<file path="config.mk">
export PLATFORM = sky130hd
export DESIGN_NAME = keystroke_line_editor_unit_flat
export DESIGN_NICKNAME = d
export VERILOG_FILES = /design/src/hdl/kle_pkg.sv /design/src/hdl/kle_req_if.sv /design/src/hdl/kle_rsp_if.sv /design/src/hdl/kle_ram.sv /design/src/hdl/kle_ctrl.sv /design/src/hdl/kle_datapath.sv /design/src/hdl/keystroke_line_editor_unit.sv /design/src/flat_wrapper.sv
export SDC_FILE = /design/constraint.sdc
export NUM_CORES = 1
export LEC_CHECK = 0
export ABC_AREA = 0
export BUFFER_PORTS_ARGS = -buffer_cell sky130_fd_sc_hd__buf_2
export CAP_MARGIN = 20
export CORE_UTILIZATION = 25
export DETAILED_ROUTE_END_ITERATION = 16
export GPL_ROUTABILITY_DRIVEN = 0
export PLACE_DENSITY_LB_ADDON = 0.15
export SLEW_MARGIN = 40
export SYNTH_ARGS = -nofsm -noshare
export SYNTH_HDL_FRONTEND = slang
export SYNTH_SLANG_ARGS = --single-unit
</file>
<file path="constraint.sdc">
create_clock -name clock -period 12.4 [get_ports clock]
set_clock_uncertainty 0.1 [all_clocks]
set_input_delay 2.48 -clock clock [delete_from_list [all_inputs] [get_ports clock]]
set_output_delay 2.48 -clock clock [all_outputs]
set_load 0.01 [all_outputs]
</file>
<file path="src/hdl/kle_pkg.sv">
`default_nettype none
// ----------------------------------------------------------------------------
// kle_pkg
// Shared types and constants of the keystroke line editor: key codes, the
// controller state encoding and the command/status bundles.
// ----------------------------------------------------------------------------
package kle_pkg;

   localparam logic [7:0] KEY_BACK = 8'd60;
   localparam logic [7:0] KEY_HOME = 8'd91;
   localparam logic [7:0] KEY_END  = 8'd93;
   localparam logic [7:0] NEWLINE  = 8'd10;

   typedef enum logic [8:0] {
      ST_IDLE       = 9'b000000001,
      ST_INS_READ   = 9'b000000010,
      ST_INS_LINK   = 9'b000000100,
      ST_INS_SPLICE = 9'b000001000,
      ST_DEL_READ   = 9'b000010000,
      ST_DEL_UNLINK = 9'b000100000,
      ST_WALK_READ  = 9'b001000000,
      ST_WALK_EMIT  = 9'b010000000,
      ST_WALK_NL    = 9'b100000000
   } kle_state_type;

   typedef struct packed {
      logic take_item;
      logic set_home;
      logic set_end;
      logic set_overflow;
      logic ins_read;
      logic ins_link;
      logic ins_splice;
      logic del_read;
      logic del_unlink;
      logic walk_start;
      logic walk_read;
      logic walk_emit;
      logic emit_newline;
   } kle_cmd_type;

   typedef struct packed {
      logic line_end;
      logic key_back;
      logic key_home;
      logic key_end;
      logic cursor_at_head;
      logic pool_full;
      logic walk_empty;
      logic next_is_end;
      logic out_free;
   } kle_status_type;

endpackage
`default_nettype wire

</file>
<file path="src/hdl/kle_req_if.sv">
`default_nettype none
// ----------------------------------------------------------------------------
// kle_req_if
// Keystroke channel: one keystroke or end-of-line word per handshake.
// ----------------------------------------------------------------------------
interface kle_req_if;
   logic       valid;
   logic       ready;
   logic [7:0] key_byte;
   logic       line_end;

   modport source (output valid, output key_byte, output line_end, input ready);
   modport sink   (input valid, input key_byte, input line_end, output ready);
endinterface
`default_nettype wire

</file>
<file path="src/hdl/kle_rsp_if.sv">
`default_nettype none
// ----------------------------------------------------------------------------
// kle_rsp_if
// Result channel: one character word of the finished line per handshake.
// ----------------------------------------------------------------------------
interface kle_rsp_if;
   logic       valid;
   logic       ready;
   logic [7:0] out_byte;
   logic       out_last;
   logic       overflow;

   modport source (output valid, output out_byte, output out_last, output overflow,
                   input ready);
   modport sink   (input valid, input out_byte, input out_last, input overflow,
                   output ready);
endinterface
`default_nettype wire

</file>
<file path="src/hdl/kle_ram.sv">
`default_nettype none
// ----------------------------------------------------------------------------
// kle_ram
// Generic single-write, single-read RAM with a registered read port.
// ----------------------------------------------------------------------------
module kle_ram #(
   parameter int WIDTH = 8,
   parameter int DEPTH = 64,
   localparam int AddrW = $clog2(DEPTH)
) (
   input  wire logic             clock,
   input  wire logic             wr_en,
   input  wire logic [AddrW-1:0] wr_addr,
   input  wire logic [WIDTH-1:0] wr_data,
   input  wire logic             rd_en,
   input  wire logic [AddrW-1:0] rd_addr,
   output logic      [WIDTH-1:0] rd_data
);

   logic [WIDTH-1:0] mem_ff [DEPTH];
   logic [WIDTH-1:0] rd_data_ff;

   always_ff @(posedge clock) begin
      if (wr_en) begin
         mem_ff[wr_addr] <= wr_data;
      end
      if (rd_en) begin
         rd_data_ff <= mem_ff[rd_addr];
      end
   end

   assign rd_data = rd_data_ff;

endmodule
`default_nettype wire

</file>
<file path="src/hdl/kle_ctrl.sv">
`default_nettype none
// ----------------------------------------------------------------------------
// kle_ctrl
// Controller of the line editor: decodes each keystroke word and sequences
// the link memory accesses of inserts, deletes and the end-of-line walk.
// ----------------------------------------------------------------------------
module kle_ctrl (
   input  wire logic                    clock,
   input  wire logic                    reset,
   input  wire logic                    req_valid,
   output logic                         req_ready,
   input  wire kle_pkg::kle_status_type status,
   output kle_pkg::kle_cmd_type         cmd
);
   import kle_pkg::*;

   kle_state_type state_ff, state_in;

   always_ff @(posedge clock) begin
      if (reset) begin
         state_ff <= ST_IDLE;
      end else begin
         state_ff <= state_in;
      end
   end

   always_comb begin
      cmd       = '0;
      state_in  = state_ff;
      req_ready = (state_ff == ST_IDLE);
      unique case (state_ff)
         ST_IDLE: begin
            if (req_valid) begin
               cmd.take_item = 1'b1;
               priority if (status.line_end) begin
                  cmd.walk_start = 1'b1;
                  state_in = status.walk_empty ? ST_WALK_NL : ST_WALK_READ;
               end else if (status.key_back) begin
                  // Backspace with the cursor on the head does nothing.
                  if (!status.cursor_at_head) begin
                     state_in = ST_DEL_READ;
                  end
               end else if (status.key_home) begin
                  cmd.set_home = 1'b1;
               end else if (status.key_end) begin
                  cmd.set_end = 1'b1;
               end else if (status.pool_full) begin
                  cmd.set_overflow = 1'b1;
               end else begin
                  state_in = ST_INS_READ;
               end
            end
         end
         ST_INS_READ: begin
            cmd.ins_read = 1'b1;
            state_in = ST_INS_LINK;
         end
         ST_INS_LINK: begin
            cmd.ins_link = 1'b1;
            state_in = ST_INS_SPLICE;
         end
         ST_INS_SPLICE: begin
            cmd.ins_splice = 1'b1;
            state_in = ST_IDLE;
         end
         ST_DEL_READ: begin
            cmd.del_read = 1'b1;
            state_in = ST_DEL_UNLINK;
         end
         ST_DEL_UNLINK: begin
            cmd.del_unlink = 1'b1;
            state_in = ST_IDLE;
         end
         ST_WALK_READ: begin
            cmd.walk_read = 1'b1;
            state_in = ST_WALK_EMIT;
         end
         ST_WALK_EMIT: begin
            if (status.out_free) begin
               cmd.walk_emit = 1'b1;
               state_in = status.next_is_end ? ST_WALK_NL : ST_WALK_READ;
            end
         end
         ST_WALK_NL: begin
            if (status.out_free) begin
               cmd.emit_newline = 1'b1;
               state_in = ST_IDLE;
            end
         end
         default: begin
            state_in = ST_IDLE;
         end
      endcase
   end

endmodule
`default_nettype wire

</file>
<file path="src/hdl/kle_datapath.sv">
`default_nettype none
// ----------------------------------------------------------------------------
// kle_datapath
// Line storage and pointers: character, next and previous link memories,
// the cursor, tail and allocation registers, and the result register.
// ----------------------------------------------------------------------------
module kle_datapath #(
   parameter int NODES = 64
) (
   input  wire logic                    clock,
   input  wire logic                    reset,
   input  wire kle_pkg::kle_cmd_type    cmd,
   output kle_pkg::kle_status_type      status,
   input  wire logic [7:0]              req_key_byte,
   input  wire logic                    req_line_end,
   output logic                         rsp_valid,
   input  wire logic                    rsp_ready,
   output logic [7:0]                   rsp_out_byte,
   output logic                         rsp_out_last,
   output logic                         rsp_overflow
);
   import kle_pkg::*;

   localparam int SlotW  = $clog2(NODES);
   localparam int AllocW = $clog2(NODES + 1);

   logic [SlotW-1:0]  cursor_ff, tail_ff, head_next_ff, walk_ff, after_ff;
   logic [AllocW-1:0] alloc_ff;
   logic              overflow_ff;
   logic [7:0]        key_ff;
   logic              out_valid_ff;
   logic [7:0]        out_byte_ff;
   logic              out_last_ff;
   logic              out_overflow_ff;

   logic [SlotW-1:0]  slot;
   logic [SlotW-1:0]  after_now;
   logic              cursor_zero;
   logic              out_free;

   logic              char_we, next_we, prev_we, next_re;
   logic [SlotW-1:0]  next_wa, next_wd, prev_wa, prev_wd, next_ra;
   logic [7:0]        char_rd;
   logic [SlotW-1:0]  next_rd, prev_rd;

   assign slot        = alloc_ff[SlotW-1:0];
   assign cursor_zero = (cursor_ff == '0);
   // The head's successor lives in a register; slot 0 of the next memory is unused.
   assign after_now   = cursor_zero ? head_next_ff : next_rd;
   assign out_free    = !out_valid_ff || rsp_ready;

   always_comb begin
      status                = '0;
      status.line_end       = req_line_end;
      status.key_back       = (req_key_byte == KEY_BACK);
      status.key_home       = (req_key_byte == KEY_HOME);
      status.key_end        = (req_key_byte == KEY_END);
      status.cursor_at_head = cursor_zero;
      status.pool_full      = (alloc_ff >= AllocW'(NODES));
      status.walk_empty     = (head_next_ff == '0);
      status.next_is_end    = (next_rd == '0);
      status.out_free       = out_free;
   end

   // Memory port steering.
   assign char_we = cmd.ins_link;
   assign next_re = cmd.ins_read || cmd.del_read || cmd.walk_read;
   assign next_ra = cmd.walk_read ? walk_ff : cursor_ff;

   always_comb begin
      next_we = 1'b0;
      next_wa = slot;
      next_wd = after_now;
      prev_we = 1'b0;
      prev_wa = slot;
      prev_wd = cursor_ff;
      priority if (cmd.ins_link) begin
         next_we = 1'b1;
         prev_we = 1'b1;
      end else if (cmd.ins_splice) begin
         next_we = !cursor_zero;
         next_wa = cursor_ff;
         next_wd = slot;
         prev_we = (after_ff != '0);
         prev_wa = after_ff;
         prev_wd = slot;
      end else if (cmd.del_unlink) begin
         next_we = (prev_rd != '0);
         next_wa = prev_rd;
         next_wd = next_rd;
         prev_we = (next_rd != '0);
         prev_wa = next_rd;
         prev_wd = prev_rd;
      end
   end

   kle_ram #(.WIDTH(8), .DEPTH(NODES)) u_char_ram (
      .clock   (clock),
      .wr_en   (char_we),
      .wr_addr (slot),
      .wr_data (key_ff),
      .rd_en   (cmd.walk_read),
      .rd_addr (walk_ff),
      .rd_data (char_rd)
   );

   kle_ram #(.WIDTH(SlotW), .DEPTH(NODES)) u_next_ram (
      .clock   (clock),
      .wr_en   (next_we),
      .wr_addr (next_wa),
      .wr_data (next_wd),
      .rd_en   (next_re),
      .rd_addr (next_ra),
      .rd_data (next_rd)
   );

   kle_ram #(.WIDTH(SlotW), .DEPTH(NODES)) u_prev_ram (
      .clock   (clock),
      .wr_en   (prev_we),
      .wr_addr (prev_wa),
      .wr_data (prev_wd),
      .rd_en   (cmd.del_read),
      .rd_addr (cursor_ff),
      .rd_data (prev_rd)
   );

   // Control state.
   always_ff @(posedge clock) begin
      if (reset) begin
         cursor_ff    <= '0;
         tail_ff      <= '0;
         head_next_ff <= '0;
         alloc_ff     <= AllocW'(1);
         overflow_ff  <= 1'b0;
         out_valid_ff <= 1'b0;
      end else begin
         if (cmd.set_home) begin
            cursor_ff <= '0;
         end
         if (cmd.set_end) begin
            cursor_ff <= tail_ff;
         end
         if (cmd.set_overflow) begin
            overflow_ff <= 1'b1;
         end
         if (cmd.ins_splice) begin
            if (cursor_zero) begin
               head_next_ff <= slot;
            end
            if (after_ff == '0) begin
               tail_ff <= slot;
            end
            cursor_ff <= slot;
            alloc_ff  <= alloc_ff + AllocW'(1);
         end
         if (cmd.del_unlink) begin
            if (prev_rd == '0) begin
               head_next_ff <= next_rd;
            end
            if (cursor_ff == tail_ff) begin
               tail_ff <= prev_rd;
            end
            cursor_ff <= prev_rd;
         end
         if (cmd.emit_newline) begin
            cursor_ff    <= '0;
            tail_ff      <= '0;
            head_next_ff <= '0;
            alloc_ff     <= AllocW'(1);
         end
         if (cmd.walk_emit || cmd.emit_newline) begin
            out_valid_ff <= 1'b1;
         end else if (rsp_ready) begin
            out_valid_ff <= 1'b0;
         end
      end
   end

   // Payload registers.
   always_ff @(posedge clock) begin
      if (cmd.take_item) begin
         key_ff <= req_key_byte;
      end
      if (cmd.ins_link) begin
         after_ff <= after_now;
      end
      if (cmd.walk_start) begin
         walk_ff <= head_next_ff;
      end else if (cmd.walk_emit) begin
         walk_ff <= next_rd;
      end
      if (cmd.walk_emit) begin
         out_byte_ff     <= char_rd;
         out_last_ff     <= 1'b0;
         out_overflow_ff <= overflow_ff;
      end else if (cmd.emit_newline) begin
         out_byte_ff     <= NEWLINE;
         out_last_ff     <= 1'b1;
         out_overflow_ff <= overflow_ff;
      end
   end

   assign rsp_valid    = out_valid_ff;
   assign rsp_out_byte = out_byte_ff;
   assign rsp_out_last = out_last_ff;
   assign rsp_overflow = out_overflow_ff;

`ifndef SYNTHESIS
   a_alloc_bound: assert property (@(posedge clock) disable iff (reset)
      alloc_ff <= AllocW'(NODES))
      else $error("allocation pointer ran past the node pool");

   a_cursor_allocated: assert property (@(posedge clock) disable iff (reset)
      AllocW'(cursor_ff) < alloc_ff)
      else $error("cursor stands on a slot that was never allocated");

   a_tail_allocated: assert property (@(posedge clock) disable iff (reset)
      AllocW'(tail_ff) < alloc_ff)
      else $error("tail stands on a slot that was never allocated");

   a_overflow_sticky: assert property (@(posedge clock) disable iff (reset)
      overflow_ff |=> overflow_ff)
      else $error("overflow flag cleared without reset");

   a_line_cleared: assert property (@(posedge clock) disable iff (reset)
      cmd.emit_newline |=> (alloc_ff == AllocW'(1)) && (head_next_ff == '0))
      else $error("line not cleared after the newline word");
`endif

endmodule
`default_nettype wire

</file>
<file path="src/hdl/keystroke_line_editor_unit.sv">
`default_nettype none
// ----------------------------------------------------------------------------
// keystroke_line_editor_unit
// Cursor line editor on a doubly linked list held in node memories.
// ----------------------------------------------------------------------------
// Each request word is one keystroke: '<' deletes the character before the
// cursor, '[' and ']' move the cursor home and to the end, and any other byte
// is inserted after the cursor. A word with line_end set walks the line and
// returns every character followed by a newline word marked last, then clears
// the line. Home, end, ignored backspaces and dropped inserts finish in the
// accepting state; a backspace then steps through a read and an unlink state,
// an insert through a read, a link and a splice state, set by the registered
// read of the link memories and their single write port. The line end reads
// and emits each character in turn, as each step reads the next link before
// it can follow it, and stalls while a result waits. The line holds up to
// NODES-1 characters; further inserts are dropped and raise a sticky overflow
// bit carried on every result word. No memory clearing pass follows reset.
// ----------------------------------------------------------------------------
module keystroke_line_editor_unit #(
   parameter int NODES = 64
) (
   input  wire logic clock,
   input  wire logic reset,
   kle_req_if.sink   req_chan,
   kle_rsp_if.source rsp_chan
);
   import kle_pkg::*;

   kle_cmd_type    cmd;
   kle_status_type status;

   kle_ctrl u_ctrl (
      .clock     (clock),
      .reset     (reset),
      .req_valid (req_chan.valid),
      .req_ready (req_chan.ready),
      .status    (status),
      .cmd       (cmd)
   );

   kle_datapath #(.NODES(NODES)) u_datapath (
      .clock        (clock),
      .reset        (reset),
      .cmd          (cmd),
      .status       (status),
      .req_key_byte (req_chan.key_byte),
      .req_line_end (req_chan.line_end),
      .rsp_valid    (rsp_chan.valid),
      .rsp_ready    (rsp_chan.ready),
      .rsp_out_byte (rsp_chan.out_byte),
      .rsp_out_last (rsp_chan.out_last),
      .rsp_overflow (rsp_chan.overflow)
   );

endmodule
`default_nettype wire
</file>
<file path="src/flat_wrapper.sv">
// flat-port wrapper written by rule: the top's interface ports become plain ports
module keystroke_line_editor_unit_flat import kle_pkg::*;
#(
   parameter int NODES = 64
)
  (clock, reset, req_chan_valid, req_chan_key_byte, req_chan_line_end, req_chan_ready, rsp_chan_valid, rsp_chan_out_byte, rsp_chan_out_last, rsp_chan_overflow, rsp_chan_ready);
  kle_req_if req_chan_i ();
  kle_rsp_if rsp_chan_i ();
  input  wire logic clock;
  input  wire logic reset;
  input wire logic [$bits(req_chan_i.valid)-1:0] req_chan_valid;
  input wire logic [$bits(req_chan_i.key_byte)-1:0] req_chan_key_byte;
  input wire logic [$bits(req_chan_i.line_end)-1:0] req_chan_line_end;
  output wire logic [$bits(req_chan_i.ready)-1:0] req_chan_ready;
  output wire logic [$bits(rsp_chan_i.valid)-1:0] rsp_chan_valid;
  output wire logic [$bits(rsp_chan_i.out_byte)-1:0] rsp_chan_out_byte;
  output wire logic [$bits(rsp_chan_i.out_last)-1:0] rsp_chan_out_last;
  output wire logic [$bits(rsp_chan_i.overflow)-1:0] rsp_chan_overflow;
  input wire logic [$bits(rsp_chan_i.ready)-1:0] rsp_chan_ready;
  assign req_chan_i.valid = req_chan_valid;
  assign req_chan_i.key_byte = req_chan_key_byte;
  assign req_chan_i.line_end = req_chan_line_end;
  assign req_chan_ready = req_chan_i.ready;
  assign rsp_chan_valid = rsp_chan_i.valid;
  assign rsp_chan_out_byte = rsp_chan_i.out_byte;
  assign rsp_chan_out_last = rsp_chan_i.out_last;
  assign rsp_chan_overflow = rsp_chan_i.overflow;
  assign rsp_chan_i.ready = rsp_chan_ready;
  keystroke_line_editor_unit #(.NODES(NODES)) u_core (.clock(clock), .reset(reset), .req_chan(req_chan_i), .rsp_chan(rsp_chan_i));
endmodule
</file>
==> results.toml <==
[global_route]
grt_max_degree = 68
antenna_found_initial = 11
grt_pass1_wl_mm = 228
grt_busiest_layer = "met2"
track_usage_pct = 14.3
met2_usage_pct = 22.7
grt_use_met3_pct = 2.19
grt_pass1_vias = 29518
grt_overflow = 0
grt_use_met1_pct = 19.9

[min_path]
hp-class = "flop to flop"
hold_path_depth = 0
hold_start = "u_core.u_datapath.overflow_ff"

[cts]
htreeDepth = 4
cts_tree = "built"
root_buffer = "clkbuf_16"
post_cts_buffers = 0
cts_resized = 0
clk_latency_ns = 0.80
hold_buffers = 0
clkTransAtPathRegs_ns = 0.06
max-clock-path-buffers = 3
cts_inserted_buffers = 154
cts.sinks = 1366

[routing]
wl_per_cell_um = 26.1
wl_mm = 159
first_pass_iters = 5
drtAntennaViolNets = 0
num_vias = 28835
drtIter0Drc = 2491
viasPerCell = 4.73
drc = 0

[logic_synthesis]
postSynth.asyncResetShare_pct = 0
syn_nets = 3036
synth_edf_count = 1329
synth_area_um2 = 54700
ys_seq_area_share_pct = 74.3
ys_types = 79
synth_ff_type = "edfxtp_1"
syn_area_per_cell_um2 = 18.1
ys_ff_latch = 1366
yosysWarnings = 0
synthesis.instances = 3021

[worst_setup_path]
crit_family = "simple AND/OR/NAND/NOR gates"
crit_start = "u_core.u_ctrl.state_ff[8]"
critPathMaxStageDelay_ns = 0.70
cp_slowest_cell = "nor3_4"
cp_cell_sequence = "nor3_4, nand2_1, nor4bb_2, buf_4, buf_2"
crit_path_end_kind = "primary output"
crit_buf_inv = 2
reg2reg_depth = 8
crit_cells = 5
cp.required_ns = 9.82
crit_fanout = 18
worstPathArrival_ns = 2.83
critPathLaunchType = "flop"
critical_path_class = "flop to primary output"
reg2reg_from = "u_core.u_ctrl.state_ff[8]"

[pwr]
power_w = 0.00989
power.density_nw_per_um2 = 156
peakVddDrop_v = 0.000129
p_leak_nw = 20.0

[finish]
final_common_cell = "edfxtp_1"
multiInputGateArea_um2 = 13600
final_nets = 3111
syn_to_final_growth_pct = 16.2
layout_common_cells = "edfxtp_1 (1329), mux4_2 (295), nor2_1 (213), clkbuf_16 (157), nand3_1 (132)"
drive_gt1_share_pct = 22.4
fillers = 21310
finalCoreUtilization_pct = 29.3
final_area_um2 = 63600
register_area_um2 = 40700

[placed_design]
io_buffers = 24
dpl.hpwl_mm = 97.0
placed_cell_area_um2 = 58500

[timing]
worstMarginPinSlew_ns = 0.917
fin_setup_tns_ns = 0
finalSetupViolations = 0
whs_ns = 0.392
min_period_ns = 5.41
period_share_pct = 43.6
final_hold_viol_count = 0
rsz0062_at_grt = "no"
max_freq_mhz = 185
slew-limit-headroom_pct = 37.3
drv_slew = 0

[job]
cap_violations = 0

[die]
core_um2 = 217000
dieWidth_um = 470
die-area_um2 = 221000
io_pins = 25
dieHeight_um = 470
rows = 171
initial_utilization_pct = 25.2

[outcome]
status = "finished, final reports clean"
[state kept, by name (all words and copies together), names as in the netlist, 7 cells and up]
register and cells:
u_core.u_datapath.u_prev_ram.mem_ff 384, u_core.u_datapath.u_char_ram.rd_data 8, u_core.u_datapath.key_ff 8, u_core.u_datapath.u_next_ram.mem_ff 384
u_core.u_ctrl.state_ff 9, u_core.u_datapath.rsp_out_byte 8, u_core.u_datapath.alloc_ff 7, u_core.u_datapath.u_char_ram.mem_ff 512
[per-stage QoR]
step | instances | setup slack, ns
detailed placement | 5789 | 7.43
finish | 6094 | 6.99
global route | 6091 | 6.80
CTS | 6065 | 6.93
floorplan | 3021 | 7.39
global placement | 5785 | 7.42
[path summary, 6_finish.rpt]
| path | endpoint | slack (ns) |
|---|---|---|
| worst min-delay path | u_core.u_datapath.rsp_overflow | 0.39 |
| worst min register to register | u_core.u_datapath.rsp_overflow | 0.39 |
| worst max register to register | u_core.u_datapath.u_next_ram.mem_ff[31][3] | 7.46 |
| worst max-delay path | req_chan_ready | 6.99 |
[cells by family (layout without fill, tap and decap cells)]
group                    count (synthesis)  count (layout)  synth area share [%]
AO/OA/AOI/OAI                          405             405                  4.77
XOR/XNOR                                15              15                 0.240
adder cells (fa/ha/maj)                  2               2                0.0457
buffers and inverters                  197             392                  1.47
flip-flops                            1366            1366                  74.3
multiplexers                           359             359                  13.4
other                                    0              24                     0
AND/OR/NAND/NOR                        677             677                  5.77
[area by class of cell]
| class | instances | share of cell area, % |
|---|---|---|
| well taps | 2854 | 5.62 |
| clock inverters | 82 | 1.21 |
| clock buffers | 194 | 6.40 |
| diodes | 24 | 0.0945 |
| multi-input cells | 1458 | 21.3 |
| flip-flops and latches | 1366 | 64.0 |
| inverters | 17 | 0.104 |
| repair buffers | 99 | 1.30 |
[per-layer routing]
metal,wire length (um),vias up
met5,0,-
met4,4060,0
met3,6400,226
met2,75800,713
met1,72700,15393
li1,-,12503
[synthesized netlist by cell type (7+ instances only)]
cell type / n / area share, %
a211oi_1: 28 / 0.38
a21o_1: 8 / 0.11
a21oi_1: 99 / 0.91
a221oi_1: 9 / 0.14
a31oi_1: 24 / 0.27
and3_1: 27 / 0.31
buf_1: 37 / 0.25
buf_2: 23 / 0.21
clkbuf_1: 113 / 0.78
dfxtp_1: 37 / 1.4
edfxtp_1: 1329 / 73
inv_1: 13 / 0.089
mux2_2: 15 / 0.31
mux2i_1: 48 / 0.88
mux4_2: 295 / 12
nand2_1: 125 / 0.86
nand2b_1: 25 / 0.29
nand3_1: 138 / 1.3
nand3b_1: 7 / 0.096
nand4_1: 20 / 0.23
nor2_1: 266 / 1.8
nor2b_1: 7 / 0.080
nor3_1: 8 / 0.073
nor4_1: 12 / 0.14
o21ai_0: 121 / 1.1
o22ai_1: 15 / 0.17
o41ai_1: 19 / 0.30
or3_1: 12 / 0.14
xnor2_1: 9 / 0.14
[where the power goes]
| group | internal [W] | leakage [nW] | switching, W |
|---|---|---|---|
| combinational | 0.000131 | 4.56 | 0.000229 |
| sequential | 0.00508 | 13.1 | 0.0000121 |
| clock | 0.00254 | 2.35 | 0.00190 |
Power figures use the tool's default switching activity.
